===== src/ilp_pkg.sv =====
// Package with types, constants and opcode tables of the instruction length predecoder.
package ilp_pkg;

   localparam int unsigned CSR_ADDR_W = 3;
   localparam int unsigned CSR_DATA_W = 32;
   localparam logic CSR_REG_START_STATUS = 1'b0;

   localparam int unsigned QUEUE_DEPTH = 2;

   localparam logic [7:0] START_STATUS_RESET = 8'h30;
   localparam int unsigned FLAG_X_BIT = 4;
   localparam int unsigned FLAG_M_BIT = 5;
   localparam logic [7:0] OPC_SEP = 8'he2;
   localparam logic [7:0] OPC_REP = 8'hc2;

   typedef enum logic [4:0] {
      AM_I8  = 5'd0,
      AM_IM  = 5'd1,
      AM_IX  = 5'd2,
      AM_AC  = 5'd3,
      AM_BR  = 5'd4,
      AM_BL  = 5'd5,
      AM_NO  = 5'd6,
      AM_Z   = 5'd7,
      AM_ZX  = 5'd8,
      AM_ZY  = 5'd9,
      AM_ZI  = 5'd10,
      AM_ZIX = 5'd11,
      AM_ZIY = 5'd12,
      AM_ZL  = 5'd13,
      AM_ZLY = 5'd14,
      AM_A   = 5'd15,
      AM_AX  = 5'd16,
      AM_AY  = 5'd17,
      AM_L   = 5'd18,
      AM_LX  = 5'd19,
      AM_S   = 5'd20,
      AM_SIY = 5'd21,
      AM_AI  = 5'd22,
      AM_AIX = 5'd23,
      AM_MV  = 5'd24
   } addr_mode_type;

   localparam addr_mode_type MODE_TABLE [256] = '{
      AM_I8, AM_ZIX, AM_I8, AM_S, AM_Z, AM_Z, AM_Z, AM_ZL,
      AM_NO, AM_IM, AM_AC, AM_NO, AM_A, AM_A, AM_A, AM_L,
      AM_BR, AM_ZIY, AM_ZI, AM_SIY, AM_Z, AM_ZX, AM_ZX, AM_ZLY,
      AM_NO, AM_AY, AM_AC, AM_NO, AM_A, AM_AX, AM_AX, AM_LX,
      AM_A, AM_ZIX, AM_L, AM_S, AM_Z, AM_Z, AM_Z, AM_ZL,
      AM_NO, AM_IM, AM_AC, AM_NO, AM_A, AM_A, AM_A, AM_L,
      AM_BR, AM_ZIY, AM_ZI, AM_SIY, AM_ZX, AM_ZX, AM_ZX, AM_ZLY,
      AM_NO, AM_AY, AM_AC, AM_NO, AM_AX, AM_AX, AM_AX, AM_LX,
      AM_NO, AM_ZIX, AM_I8, AM_S, AM_MV, AM_Z, AM_Z, AM_ZL,
      AM_NO, AM_IM, AM_AC, AM_NO, AM_A, AM_A, AM_A, AM_L,
      AM_BR, AM_ZIY, AM_ZI, AM_SIY, AM_MV, AM_ZX, AM_ZX, AM_ZLY,
      AM_NO, AM_AY, AM_NO, AM_NO, AM_L, AM_AX, AM_AX, AM_LX,
      AM_NO, AM_ZIX, AM_BL, AM_S, AM_Z, AM_Z, AM_Z, AM_ZL,
      AM_NO, AM_IM, AM_AC, AM_NO, AM_AI, AM_A, AM_A, AM_L,
      AM_BR, AM_ZIY, AM_ZI, AM_SIY, AM_ZX, AM_ZX, AM_ZX, AM_ZLY,
      AM_NO, AM_AY, AM_NO, AM_NO, AM_AIX, AM_AX, AM_AX, AM_LX,
      AM_BR, AM_ZIX, AM_BL, AM_S, AM_Z, AM_Z, AM_Z, AM_ZL,
      AM_NO, AM_IM, AM_NO, AM_NO, AM_A, AM_A, AM_A, AM_L,
      AM_BR, AM_ZIY, AM_ZI, AM_SIY, AM_ZX, AM_ZX, AM_ZY, AM_ZLY,
      AM_NO, AM_AY, AM_NO, AM_NO, AM_A, AM_AX, AM_AX, AM_LX,
      AM_IX, AM_ZIX, AM_IX, AM_S, AM_Z, AM_Z, AM_Z, AM_ZL,
      AM_NO, AM_IM, AM_NO, AM_NO, AM_A, AM_A, AM_A, AM_L,
      AM_BR, AM_ZIY, AM_ZI, AM_SIY, AM_ZX, AM_ZX, AM_ZY, AM_ZLY,
      AM_NO, AM_AY, AM_NO, AM_NO, AM_AX, AM_AX, AM_AY, AM_LX,
      AM_IX, AM_ZIX, AM_I8, AM_S, AM_Z, AM_Z, AM_Z, AM_ZL,
      AM_NO, AM_IM, AM_NO, AM_NO, AM_A, AM_A, AM_A, AM_L,
      AM_BR, AM_ZIY, AM_ZI, AM_SIY, AM_ZI, AM_ZX, AM_ZX, AM_ZLY,
      AM_NO, AM_AY, AM_NO, AM_NO, AM_AI, AM_AX, AM_AX, AM_LX,
      AM_IX, AM_ZIX, AM_I8, AM_S, AM_Z, AM_Z, AM_Z, AM_ZL,
      AM_NO, AM_IM, AM_NO, AM_NO, AM_A, AM_A, AM_A, AM_L,
      AM_BR, AM_ZIY, AM_ZI, AM_SIY, AM_A, AM_ZX, AM_ZX, AM_ZLY,
      AM_NO, AM_AY, AM_NO, AM_NO, AM_AIX, AM_AX, AM_AX, AM_LX
   };

   typedef struct packed {
      logic [23:0]   instr_address;
      addr_mode_type mode;
      logic [2:0]    length;
      logic [7:0]    first_byte;
      logic [7:0]    second_byte;
      logic [7:0]    third_byte;
      logic [7:0]    status_after;
   } decoded_type;

   typedef struct packed {
      logic not_empty;
      logic full;
   } queue_status_type;

   function automatic logic [2:0] instr_length(addr_mode_type mode, logic [7:0] status);
      logic [2:0] len;
      unique case (mode)
         AM_AC, AM_NO: len = 3'd1;
         AM_IM: len = status[FLAG_M_BIT] ? 3'd2 : 3'd3;
         AM_IX: len = status[FLAG_X_BIT] ? 3'd2 : 3'd3;
         AM_I8, AM_BR, AM_Z, AM_ZX, AM_ZY, AM_ZI, AM_ZIX, AM_ZIY, AM_ZL, AM_ZLY,
         AM_S, AM_SIY: len = 3'd2;
         AM_BL, AM_A, AM_AX, AM_AY, AM_AI, AM_AIX, AM_MV: len = 3'd3;
         AM_L, AM_LX: len = 3'd4;
         default: len = 3'd1;
      endcase
      return len;
   endfunction

endpackage


===== src/ilp_req_if.sv =====
// Request channel interface of the instruction length predecoder.
interface ilp_req_if;
   logic        valid;
   logic        ready;
   logic [23:0] instr_address;
   logic [7:0]  opcode_byte;
   logic [7:0]  first_byte;
   logic [7:0]  second_byte;
   logic [7:0]  third_byte;

   modport source (
      output valid, instr_address, opcode_byte, first_byte, second_byte, third_byte,
      input  ready
   );
   modport sink (
      input  valid, instr_address, opcode_byte, first_byte, second_byte, third_byte,
      output ready
   );
endinterface


===== src/ilp_rsp_if.sv =====
// Response channel interface of the instruction length predecoder.
interface ilp_rsp_if;
   logic        valid;
   logic        ready;
   logic [2:0]  length;
   logic [4:0]  addr_mode;
   logic [23:0] operand_value;
   logic [23:0] branch_target;
   logic [7:0]  status_after;

   modport source (
      output valid, length, addr_mode, operand_value, branch_target, status_after,
      input  ready
   );
   modport sink (
      input  valid, length, addr_mode, operand_value, branch_target, status_after,
      output ready
   );
endinterface


===== src/ilp_front.sv =====
// Front end: accepts requests, classifies the opcode and tracks the status byte.
module ilp_front (
   input  logic                                clock,
   input  logic                                reset,
   ilp_req_if.sink                             req_chan,
   input  logic                                csr_psel,
   input  logic                                csr_penable,
   input  logic                                csr_pwrite,
   input  logic [ilp_pkg::CSR_ADDR_W-1:0]      csr_paddr,
   input  logic [ilp_pkg::CSR_DATA_W-1:0]      csr_pwdata,
   output logic [ilp_pkg::CSR_DATA_W-1:0]      csr_prdata,
   input  ilp_pkg::queue_status_type           queue_status,
   output logic                                push,
   output ilp_pkg::decoded_type                push_entry
);

   logic [7:0]             start_status_ff;
   logic [7:0]             start_status_in;
   logic [7:0]             status_ff;
   logic [7:0]             status_in;
   logic                   csr_write;
   logic                   csr_hit;
   ilp_pkg::addr_mode_type mode;

   assign csr_hit   = csr_paddr[ilp_pkg::CSR_ADDR_W-1] == ilp_pkg::CSR_REG_START_STATUS;
   assign csr_write = csr_psel && csr_penable && csr_pwrite && csr_hit;
   assign csr_prdata = csr_hit ? {{(ilp_pkg::CSR_DATA_W-8){1'b0}}, start_status_ff}
                               : '0;

   assign req_chan.ready = !queue_status.full;
   assign push = req_chan.valid && !queue_status.full;

   assign mode = ilp_pkg::MODE_TABLE[req_chan.opcode_byte];

   always_comb begin
      status_in = status_ff;
      if (req_chan.opcode_byte == ilp_pkg::OPC_SEP) begin
         status_in = status_ff | req_chan.first_byte;
      end else if (req_chan.opcode_byte == ilp_pkg::OPC_REP) begin
         status_in = status_ff & ~req_chan.first_byte;
      end
   end

   always_comb begin
      push_entry.instr_address = req_chan.instr_address;
      push_entry.mode          = mode;
      push_entry.length        = ilp_pkg::instr_length(mode, status_ff);
      push_entry.first_byte    = req_chan.first_byte;
      push_entry.second_byte   = req_chan.second_byte;
      push_entry.third_byte    = req_chan.third_byte;
      push_entry.status_after  = status_in;
   end

   assign start_status_in = csr_pwdata[7:0];

   always_ff @(posedge clock) begin
      if (reset) begin
         start_status_ff <= ilp_pkg::START_STATUS_RESET;
         status_ff       <= ilp_pkg::START_STATUS_RESET;
      end else if (csr_write) begin
         start_status_ff <= start_status_in;
         status_ff       <= start_status_in;
      end else if (push) begin
         status_ff <= status_in;
      end
   end

endmodule


===== src/ilp_queue.sv =====
// Small queue of classified requests between the front end and the back end.
module ilp_queue #(
   parameter int unsigned DEPTH = ilp_pkg::QUEUE_DEPTH
) (
   input  logic                      clock,
   input  logic                      reset,
   input  logic                      push,
   input  ilp_pkg::decoded_type      push_entry,
   input  logic                      pop,
   output ilp_pkg::decoded_type      pop_entry,
   output ilp_pkg::queue_status_type queue_status
);

   localparam int unsigned PTR_W = $clog2(DEPTH);
   localparam int unsigned CNT_W = $clog2(DEPTH + 1);

   ilp_pkg::decoded_type entries [DEPTH];
   logic [PTR_W-1:0]     wr_ptr_ff;
   logic [PTR_W-1:0]     wr_ptr_in;
   logic [PTR_W-1:0]     rd_ptr_ff;
   logic [PTR_W-1:0]     rd_ptr_in;
   logic [CNT_W-1:0]     count_ff;
   logic [CNT_W-1:0]     count_in;

   assign queue_status.not_empty = count_ff != '0;
   assign queue_status.full      = count_ff == CNT_W'(DEPTH);
   assign pop_entry = entries[rd_ptr_ff];

   always_comb begin
      wr_ptr_in = wr_ptr_ff;
      rd_ptr_in = rd_ptr_ff;
      count_in  = count_ff;
      if (push) begin
         wr_ptr_in = (wr_ptr_ff == PTR_W'(DEPTH - 1)) ? '0 : wr_ptr_ff + 1'b1;
      end
      if (pop) begin
         rd_ptr_in = (rd_ptr_ff == PTR_W'(DEPTH - 1)) ? '0 : rd_ptr_ff + 1'b1;
      end
      if (push && !pop) begin
         count_in = count_ff + 1'b1;
      end else if (pop && !push) begin
         count_in = count_ff - 1'b1;
      end
   end

   always_ff @(posedge clock) begin
      if (reset) begin
         wr_ptr_ff <= '0;
         rd_ptr_ff <= '0;
         count_ff  <= '0;
      end else begin
         wr_ptr_ff <= wr_ptr_in;
         rd_ptr_ff <= rd_ptr_in;
         count_ff  <= count_in;
      end
   end

   always_ff @(posedge clock) begin
      if (push) begin
         entries[wr_ptr_ff] <= push_entry;
      end
   end

endmodule


===== src/ilp_back.sv =====
// Back end: assembles the operand, computes branch targets and holds the response.
module ilp_back (
   input  logic                      clock,
   input  logic                      reset,
   input  ilp_pkg::queue_status_type queue_status,
   input  ilp_pkg::decoded_type      pop_entry,
   output logic                      pop,
   ilp_rsp_if.source                 rsp_chan
);

   logic        valid_ff;
   logic [2:0]  length_ff;
   logic [4:0]  addr_mode_ff;
   logic [23:0] operand_ff;
   logic [23:0] operand_in;
   logic [23:0] target_ff;
   logic [23:0] target_in;
   logic [7:0]  status_ff;
   logic [15:0] offset;
   logic [15:0] short_sum;
   logic [15:0] long_sum;

   assign pop = queue_status.not_empty && (!valid_ff || rsp_chan.ready);

   assign offset    = pop_entry.instr_address[15:0];
   assign short_sum = offset + 16'd2 + {{8{pop_entry.first_byte[7]}}, pop_entry.first_byte};
   assign long_sum  = offset + 16'd3 + {pop_entry.second_byte, pop_entry.first_byte};

   always_comb begin
      if (pop_entry.mode == ilp_pkg::AM_AC || pop_entry.mode == ilp_pkg::AM_NO) begin
         operand_in = '0;
      end else if (pop_entry.length == 3'd2) begin
         operand_in = {16'd0, pop_entry.first_byte};
      end else if (pop_entry.length == 3'd3) begin
         operand_in = {8'd0, pop_entry.second_byte, pop_entry.first_byte};
      end else begin
         operand_in = {pop_entry.third_byte, pop_entry.second_byte, pop_entry.first_byte};
      end
   end

   always_comb begin
      if (pop_entry.mode == ilp_pkg::AM_BR) begin
         target_in = {pop_entry.instr_address[23:16], short_sum};
      end else if (pop_entry.mode == ilp_pkg::AM_BL) begin
         target_in = {pop_entry.instr_address[23:16], long_sum};
      end else begin
         target_in = '0;
      end
   end

   always_ff @(posedge clock) begin
      if (reset) begin
         valid_ff <= 1'b0;
      end else if (pop) begin
         valid_ff <= 1'b1;
      end else if (rsp_chan.ready) begin
         valid_ff <= 1'b0;
      end
   end

   always_ff @(posedge clock) begin
      if (pop) begin
         length_ff    <= pop_entry.length;
         addr_mode_ff <= 5'(pop_entry.mode);
         operand_ff   <= operand_in;
         target_ff    <= target_in;
         status_ff    <= pop_entry.status_after;
      end
   end

   assign rsp_chan.valid         = valid_ff;
   assign rsp_chan.length        = length_ff;
   assign rsp_chan.addr_mode     = addr_mode_ff;
   assign rsp_chan.operand_value = operand_ff;
   assign rsp_chan.branch_target = target_ff;
   assign rsp_chan.status_after  = status_ff;

endmodule


===== src/instruction_length_predecoder_core.sv =====
// Top level of the instruction length predecoder.
//
// Each request carries one instruction: its 24-bit address, the opcode byte and the
// three bytes that follow. Each request yields exactly one response with the length,
// the addressing mode, the little-endian operand, the branch target for relative
// branches and the tracked status byte after any SEP or REP.
// The front end classifies the opcode and updates the status byte in the cycle a
// request is accepted, so a following request sees the new width flags at once.
// A two-entry queue separates it from the back end, which builds the operand and
// the branch target into a response register.
// Each request passes through a queue entry and then the response register; one request
// is accepted every cycle while the queue is not full.
// When the receiver stalls, the response register holds and the queue fills; the
// request side stalls only once the queue is full.
// Reset empties the queue and loads the status byte and the start status register
// with 0x30. Writing the start status register also reloads the tracked status.
module instruction_length_predecoder_core #(
   parameter int unsigned QUEUE_DEPTH = ilp_pkg::QUEUE_DEPTH
) (
   input  logic                           clock,
   input  logic                           reset,
   ilp_req_if.sink                        req_chan,
   ilp_rsp_if.source                      rsp_chan,
   input  logic                           csr_psel,
   input  logic                           csr_penable,
   input  logic                           csr_pwrite,
   input  logic [ilp_pkg::CSR_ADDR_W-1:0] csr_paddr,
   input  logic [ilp_pkg::CSR_DATA_W-1:0] csr_pwdata,
   output logic [ilp_pkg::CSR_DATA_W-1:0] csr_prdata,
   output logic                           csr_pready
);

   ilp_pkg::queue_status_type queue_status;
   ilp_pkg::decoded_type      push_entry;
   ilp_pkg::decoded_type      pop_entry;
   logic                      push;
   logic                      pop;

   assign csr_pready = 1'b1;

   ilp_front u_front (
      .clock        (clock),
      .reset        (reset),
      .req_chan     (req_chan),
      .csr_psel     (csr_psel),
      .csr_penable  (csr_penable),
      .csr_pwrite   (csr_pwrite),
      .csr_paddr    (csr_paddr),
      .csr_pwdata   (csr_pwdata),
      .csr_prdata   (csr_prdata),
      .queue_status (queue_status),
      .push         (push),
      .push_entry   (push_entry)
   );

   ilp_queue #(
      .DEPTH (QUEUE_DEPTH)
   ) u_queue (
      .clock        (clock),
      .reset        (reset),
      .push         (push),
      .push_entry   (push_entry),
      .pop          (pop),
      .pop_entry    (pop_entry),
      .queue_status (queue_status)
   );

   ilp_back u_back (
      .clock        (clock),
      .reset        (reset),
      .queue_status (queue_status),
      .pop_entry    (pop_entry),
      .pop          (pop),
      .rsp_chan     (rsp_chan)
   );

endmodule

===== src/flat_wrapper.sv =====
// flat-port wrapper written by rule: the top's interface ports become plain ports
module instruction_length_predecoder_core_flat 
#(
   parameter int unsigned QUEUE_DEPTH = ilp_pkg::QUEUE_DEPTH
)
  (clock, reset, csr_psel, csr_penable, csr_pwrite, csr_paddr, csr_pwdata, csr_prdata, csr_pready, req_chan_valid, req_chan_instr_address, req_chan_opcode_byte, req_chan_first_byte, req_chan_second_byte, req_chan_third_byte, req_chan_ready, rsp_chan_valid, rsp_chan_length, rsp_chan_addr_mode, rsp_chan_operand_value, rsp_chan_branch_target, rsp_chan_status_after, rsp_chan_ready);
  ilp_req_if req_chan_i ();
  ilp_rsp_if rsp_chan_i ();
  input  logic clock;
  input  logic reset;
  input  logic csr_psel;
  input  logic csr_penable;
  input  logic csr_pwrite;
  input  logic [ilp_pkg::CSR_ADDR_W-1:0] csr_paddr;
  input  logic [ilp_pkg::CSR_DATA_W-1:0] csr_pwdata;
  output logic [ilp_pkg::CSR_DATA_W-1:0] csr_prdata;
  output logic csr_pready;
  input wire logic [$bits(req_chan_i.valid)-1:0] req_chan_valid;
  input wire logic [$bits(req_chan_i.instr_address)-1:0] req_chan_instr_address;
  input wire logic [$bits(req_chan_i.opcode_byte)-1:0] req_chan_opcode_byte;
  input wire logic [$bits(req_chan_i.first_byte)-1:0] req_chan_first_byte;
  input wire logic [$bits(req_chan_i.second_byte)-1:0] req_chan_second_byte;
  input wire logic [$bits(req_chan_i.third_byte)-1:0] req_chan_third_byte;
  output wire logic [$bits(req_chan_i.ready)-1:0] req_chan_ready;
  output wire logic [$bits(rsp_chan_i.valid)-1:0] rsp_chan_valid;
  output wire logic [$bits(rsp_chan_i.length)-1:0] rsp_chan_length;
  output wire logic [$bits(rsp_chan_i.addr_mode)-1:0] rsp_chan_addr_mode;
  output wire logic [$bits(rsp_chan_i.operand_value)-1:0] rsp_chan_operand_value;
  output wire logic [$bits(rsp_chan_i.branch_target)-1:0] rsp_chan_branch_target;
  output wire logic [$bits(rsp_chan_i.status_after)-1:0] rsp_chan_status_after;
  input wire logic [$bits(rsp_chan_i.ready)-1:0] rsp_chan_ready;
  assign req_chan_i.valid = req_chan_valid;
  assign req_chan_i.instr_address = req_chan_instr_address;
  assign req_chan_i.opcode_byte = req_chan_opcode_byte;
  assign req_chan_i.first_byte = req_chan_first_byte;
  assign req_chan_i.second_byte = req_chan_second_byte;
  assign req_chan_i.third_byte = req_chan_third_byte;
  assign req_chan_ready = req_chan_i.ready;
  assign rsp_chan_valid = rsp_chan_i.valid;
  assign rsp_chan_length = rsp_chan_i.length;
  assign rsp_chan_addr_mode = rsp_chan_i.addr_mode;
  assign rsp_chan_operand_value = rsp_chan_i.operand_value;
  assign rsp_chan_branch_target = rsp_chan_i.branch_target;
  assign rsp_chan_status_after = rsp_chan_i.status_after;
  assign rsp_chan_i.ready = rsp_chan_ready;
  instruction_length_predecoder_core #(.QUEUE_DEPTH(QUEUE_DEPTH)) u_core (.clock(clock), .reset(reset), .req_chan(req_chan_i), .rsp_chan(rsp_chan_i), .csr_psel(csr_psel), .csr_penable(csr_penable), .csr_pwrite(csr_pwrite), .csr_paddr(csr_paddr), .csr_pwdata(csr_pwdata), .csr_prdata(csr_prdata), .csr_pready(csr_pready));
endmodule

===== config.mk =====
export PLATFORM = sky130hd
export DESIGN_NAME = instruction_length_predecoder_core_flat
export DESIGN_NICKNAME = d
export VERILOG_FILES = /design/src/ilp_pkg.sv /design/src/ilp_req_if.sv /design/src/ilp_rsp_if.sv /design/src/ilp_front.sv /design/src/ilp_queue.sv /design/src/ilp_back.sv /design/src/instruction_length_predecoder_core.sv /design/src/flat_wrapper.sv
export SDC_FILE = /design/constraint.sdc
export NUM_CORES = 1
export LEC_CHECK = 0
export BUFFER_PORTS_ARGS = -buffer_cell sky130_fd_sc_hd__buf_2
export CAP_MARGIN = 20
export CORE_MARGIN = 2
export CORE_UTILIZATION = 61
export CTS_CLUSTER_SIZE = 25
export DETAILED_ROUTE_END_ITERATION = 10
export HOLD_SLACK_MARGIN = 0.06
export PLACE_DENSITY = 0.92
export RECOVER_POWER = 100
export SETUP_SLACK_MARGIN = 0.5
export SYNTH_ARGS = -nofsm -noshare
export SYNTH_HDL_FRONTEND = slang
export SYNTH_SLANG_ARGS = --single-unit

===== constraint.sdc =====
create_clock -name clock -period 6.2 [get_ports clock]
set_clock_uncertainty 0.1 [all_clocks]
set_input_delay 0.31 -clock clock [delete_from_list [all_inputs] [get_ports clock]]
set_output_delay 0.31 -clock clock [all_outputs]
set_load 0.01 [all_outputs]

## Yosys cells after proc, flatten, opt, wreduce, memory -nomap -nowiden

Memory sizes are Yosys's and may differ from the RTL's. A register that Yosys moved wholly into a read port is not among the register bits.
Cells that the tools add are included.

- Register bits: 85
- Latch bits: 0
- Bits in writable memories: 128
- ROM bits: 1,280
- Bits of input ports: 98
- Output and inout bits: 99
- Word-level logic and storage cells: 106
- Memories: 2

- $add $sub $neg: 8
- Multipliers: 0
- Divide/modulo/power cells: 0
- Order comparisons: 1
- Equality and inequality tests: 31
- Shift operators: 0
- Multiplexer cells: 23
- Bitwise logic cells: 5
- Reduce and logical (&&, ||, !) cells: 23

Memories:

| memory | depth | width | rd ports | clocked after memory_dff | wr ports | line | text |
|---|---|---|---|---|---|---|---|
| (no name shown) | 256 | 5 | 1 | 0 | 0 | ilp_front.sv:33 | `assign mode = ilp_pkg::MODE_TABLE[req_chan.opcode_byte];` |
| u_core.u_queue.entries | 2 | 64 | 1 | 1 | 1 | ilp_queue.sv:17 | `ilp_pkg::decoded_type entries [DEPTH];` |

Operator list:

| operator | count |
|---|---|
| two-way mux 24 bit | 2 |
| two-way mux 8 bit | 6 |
| equality test 5 bit, second input constant | 9 |
| equality test 5 x 4 -> 1 bit, second input constant | 8 |
| adder 16 bit | 2 |
| adder 16 x 2 -> 16 bit, second input constant | 2 |
| equality test 5 x 3 -> 1 bit, second input constant | 6 |
| equality test 8 bit, second input constant | 2 |
| one-hot mux 3 bit (5 select lines) | 1 |
| OR reduction 12 bit | 1 |
| equality test 5 x 2 -> 1 bit, second input constant | 2 |
| two-way mux 1 bit | 10 |
| two-way mux 5 bit | 2 |
| >= comparator 9 bit, second input constant | 1 |
| inverter 8 -> 9 bit | 1 |
| bitwise AND 8 bit | 1 |
| inverter 8 bit | 1 |
| OR 8 bit | 1 |
| nonzero test 2 bit | 4 |
| logical AND 1 bit | 7 |
| OR reduction 7 bit | 1 |
| equality test 3 x 2 -> 1 bit, second input constant | 2 |
| equality test 5 x 1 -> 1 bit, second input constant | 1 |
| zero test 5 bit | 1 |
| 10 further kinds | 17 |

## Logic depth before layout (Yosys ltp)

- Depth in word-level cells: 7
- Mapped depth: 18
- Mapped depth without buffers: 14

## Modules after synthesis

A second synthesis with hierarchy kept.

- Cells, all modules: 964
- Area, all modules: 11,725.0 µm²

Modules (own cells, without submodules):

| module | times used | cells an instance | area an instance (µm²) | seq. area each (µm²) |
|---|---|---|---|---|
| ilp_queue | 1 | 221 | 4,849.7 | 3,943.8 |
| ilp_back | 1 | 332 | 4,012.6 | 1,941.9 |
| ilp_front | 1 | 409 | 2,851.5 | 320.3 |
| instruction_length_predecoder_core | 1 | 2 | 11.3 | 0.0 |

## Least setup slack after synthesis

OpenSTA, ideal clock, no wires.

- Path kind: register -> register
- Start: reg u_core.u_queue.count_ff[0]
- End: mem u_core.u_queue.entries[0][0] (netlist name) (enable)
- Library setup time: 0.487 ns
- Arrival time: 3.609 ns
- Required time: 5.613 ns
- Path slack: 2.004 ns
- Cell stages (with the launch flop): 5
- Buffers on the path: 1
- Clock period less this slack: 4.196 ns
- Path through: dfxtp_1 > nand2b_1 > nand2_1 > clkbuf_1 > nor2_1

- Word-level cells in the longest chain between the ends: 5

RTL lines:

| what | line | text |
|---|---|---|
| start: declaration | ilp_queue.sv:22 | `logic [CNT_W-1:0] count_ff;` |
| start signal: assignment | ilp_queue.sv:54 | `count_ff <= count_in;` |
| equality test 2 bit | ilp_queue.sv:26 | `assign queue_status.full = count_ff == CNT_W'(DEPTH);` |
| zero test 1 bit | -- |  |
| via req_chan_ready | flat_wrapper.sv:24 | `output wire logic [$bits(req_chan_i.ready)-1:0] req_chan_ready;` |
| logical AND 1 bit | ilp_front.sv:31 | `assign push = req_chan.valid && !queue_status.full;` |
| two-way mux 1 bit | ilp_queue.sv:59 | `if (push) begin` |
| two-way mux 1 bit (not written as such) | ilp_queue.sv:60 | `entries[wr_ptr_ff] <= push_entry;` |
| end: declaration | ilp_queue.sv:17 |  |

The timed path passes the listed nets, and every way through them passes these cells.

==> impl_metrics.csv <==
group,metric,value,unit
yosys,synth_top_family_by_area,"compound AO/OA/AOI/OAI gates",
yosys,synth_area_leader_cell,"edfxtp_1",
worst_setup_path,crit_fanout,42,
route,via_per_inst,5.99,
worst_setup_path,arrival,4950,ps
sta,relSlewSlack,-159,%
yosys,synthTopCellsByArea,"edfxtp_1 52%, ha_1 6.2%, mux2_2 4.3%",
route,via_count,7904,
route,ant_nets,0,
global_route,antenna_found_initial,1,
worst_setup_path,crit_top_cell,"a21o_1",
sta,finalCritPeriodShare,77.9,%
yosys,synth_enable_flop_cells,192,
clocking,cts_tree,"built",
sta,setup_viol,0,
sta,whs,85.7,ps
sta,max_freq,207,MHz
layout,multiInputGateArea,0.00435,sq mm
floorplanning,rows,49,
sta,min_period,4830,ps
yosys,yosys.area.top_type_share,52.5,%
sta,tightest_slew,3890,ps
yosys,syn_avg_cell_area,12.3,sq um
floorplanning,die_area,0.0191,sq mm
floorplanning,die_x,138,um
worst_setup_path,critical_path_class,"reg -> reg",
yosys,ys.flop_type,"edfxtp_1",
worst_setup_path,start_kind,"flop",
place,dpl.hpwl,16100,um
power_and_ir_drop,vdd_drop_max,0.325,mV
global_route,grt_pass1_vias,7825,
clocking,numCtsBuffers,22,
floorplanning,die_h,138,um
yosys,synthSimpleGateAreaFrac,10.7,%
worst_setup_path,worst_ep_required_time,6320,ps
power_and_ir_drop,power.density,471,mW/mm^2
worst_setup_path,worstSetupEndpointType,"flop",
yosys,yosys_register_bits,214,
run,drv_cap,5,
yosys,synth.most_common_cell,"edfxtp_1",
hold_path,hp-class,"in -> reg",
worst_setup_path,crit_chain,"buf_4, mux2i_1, inv_2, mux2_1, a21o_1, a21o_1, a21o_1, a21oi_1, xor2_1, nor2_1",
global_route,grt_pass1_wl,41000,um
floorplanning,initial_utilization,61.6,%
layout,fillerInstances,1209,
floorplanning,io_pins,197,
place,gp_congestion,0.928,
clocking,clkTransAtPathRegs,60,ps
hold_path,whs_path_depth,2,
sta,setup_tns,0,ps
outcome,violations,"capacitance limit, slew limit",
yosys,synth_warnings,0,
yosys,synthCells,894,
sta,slew_violations,261,
layout,syn_to_final_growth,16.1,%
clocking,cts-resized-gates,0,
yosys,yosysSeqAreaShare,56.5,%
worst_setup_path,crit_family,"multiplexers",
outcome,status,"finished, violations left",
global_route,overflow,0,
worst_setup_path,cp_slowest_cell,"mux2i_1",
sta,grt_setup_unrepaired,"no",
layout,nets,1232,
yosys,synthesis.area,0.0110,sq mm
floorplanning,core-area,0.0178,sq mm
power_and_ir_drop,leakagePower,4.76,nW
global_route,grt_usage,26.5,%
yosys,synth_xor_area_share,2.23,%
yosys,synthAdderAreaFrac,6.51,%
route,drtIter0Drc,711,
layout,layout-drive-gt1-share,10.2,%
clocking,clkSinkCount,214,
layout,final-seq-area,0.00621,sq mm
route,routed_wl,25600,um
route,drc,0,
clocking,cts_buffer_depth,3,
yosys,synth_mux_area_share,8.02,%
place,io_buffers,145,
worst_setup_path,cp.depth,10,
clocking,insertion_delay,510,ps
yosys,async_flop_share,0,%
yosys,synthTopCellsByCount,"192 x edfxtp_1, 69 x nor2_1, 66 x nand2_1",
yosys,synth_compound_area_share,11.5,%
sta,hold_violations,0,
yosys,synth_cell_types,83,
worst_setup_path,path_buf_inv,2,
global_route,grt_max_degree,66,
worst_setup_path,critPathMaxStageDelay,1290,ps
route,routedWlPerCell,19.4,um
clocking,htreeDepth,1,
sta,worst_slack,1370,ps
clocking,root_buffer,"clkbuf_16",
worst_setup_path,reg2reg_depth,10,
route,first_pass_iters,5,
place,dp_slack,1860,ps
## flip-flops by register name, summed over array words and instances, names as in the netlist, 2 cells and up, named ones only
name and count:
u_core.u_back.rsp_chan.status_after 8, u_core.u_back.rsp_chan.operand_value 24, u_core.u_front.status_ff 8, u_core.u_front.start_status_ff 8, u_core.u_queue.entries 128, u_core.u_queue.count_ff 2, u_core.u_back.rsp_chan.length 3, u_core.u_back.rsp_chan.addr_mode 5
u_core.u_back.rsp_chan.branch_target 24
## cell type report
type	count	area share (%)
Inverter	23	0.687
Sequential cell	214	48.7
Tap cell	229	2.25
Clock inverter	11	0.706
Multi-Input combinational cell	611	34.1
Clock buffer	25	4.40
Timing Repair Buffer	206	9.14
Antenna cell	1	0.0196
## timing repair
item | CTS | global route
hold buffers | 57 | 0
setup buffers | 0 | 0
endpoints found under the hold margin | 113 | 0
## per-layer routing
layer | part of all wire [%] | GRT usage (%) | up-vias
met1 | 41 | 34.8 | 3852
li1 | - | - | 3649
met2 | 51 | 46.5 | 354
met3 | 6.3 | 4.05 | 49
met5 | 0 | 0 | -
met4 | 2.3 | 7.20 | 0
## worst paths after layout
check / from / endpoint / slack (ps)
setup reg to reg: flop / u_core.u_back.rsp_chan.branch_target[6] / 1370
hold / removal: reset / u_core.u_queue.rd_ptr_ff / 90
hold reg to reg: u_core.u_front.start_status_ff[3] / u_core.u_front.start_status_ff[3] / 360
setup / recovery: flop / u_core.u_back.rsp_chan.branch_target[6] / 1370
## stage by stage
step / instances / power [mW] / instance area, sq um / util [%]
5_1_grt: 1320 / 6.37 / 12800 / 71.5
3_3_place_gp: 1226 / 4.62 / 11700 / 65.7
6_report: 1320 / 6.01 / 12800 / 71.5
2_1_floorplan: 917 / 4.06 / 11100 / -
3_5_place_dp: 1226 / 4.73 / 11700 / 65.7
4_1_cts: 1319 / 5.97 / 12900 / 72.6
## placed cells by master (no fill, tap or decap), drive strengths merged, types with 8 or more instances in the layout
| master | Yosys | layout |
|---|---|---|
| nor3 | 13 | 13 |
| nand3 | 13 | 13 |
| o21ai | 29 | 29 |
| clkinv | 1 | 8 |
| a21oi | 50 | 50 |
| or2 | 8 | 8 |
| a21o | 11 | 11 |
| nor2 | 69 | 69 |
| nand2b | 18 | 18 |
| buf | 52 | 27 |
| nand2 | 66 | 66 |
| nor2b | 17 | 17 |
| mux2i | 35 | 35 |
| dlygate4sd3 | 0 | 57 |
| xnor2 | 22 | 22 |
| mux2 | 44 | 44 |
| ha | 54 | 54 |
| a22o | 8 | 8 |
| edfxtp | 192 | 192 |
| inv | 22 | 22 |
| o211ai | 12 | 12 |
| clkbuf | 17 | 147 |
| dfxtp | 22 | 22 |
| conb | 2 | 25 |
## power by group
group	internal, mW	switching, mW
Clock	0.689	0.516
Sequential	2.10	0.169
Combinational	1.00	1.53
## cells by family after synthesis
kind of cell / after synthesis
other cells: 2
mux: 80
compound gates: 182
fa+ha+maj: 56
xor+xnor: 28
buf+inv: 92
simple gates: 240
flops: 214
(Power assumes the default switching activity.)
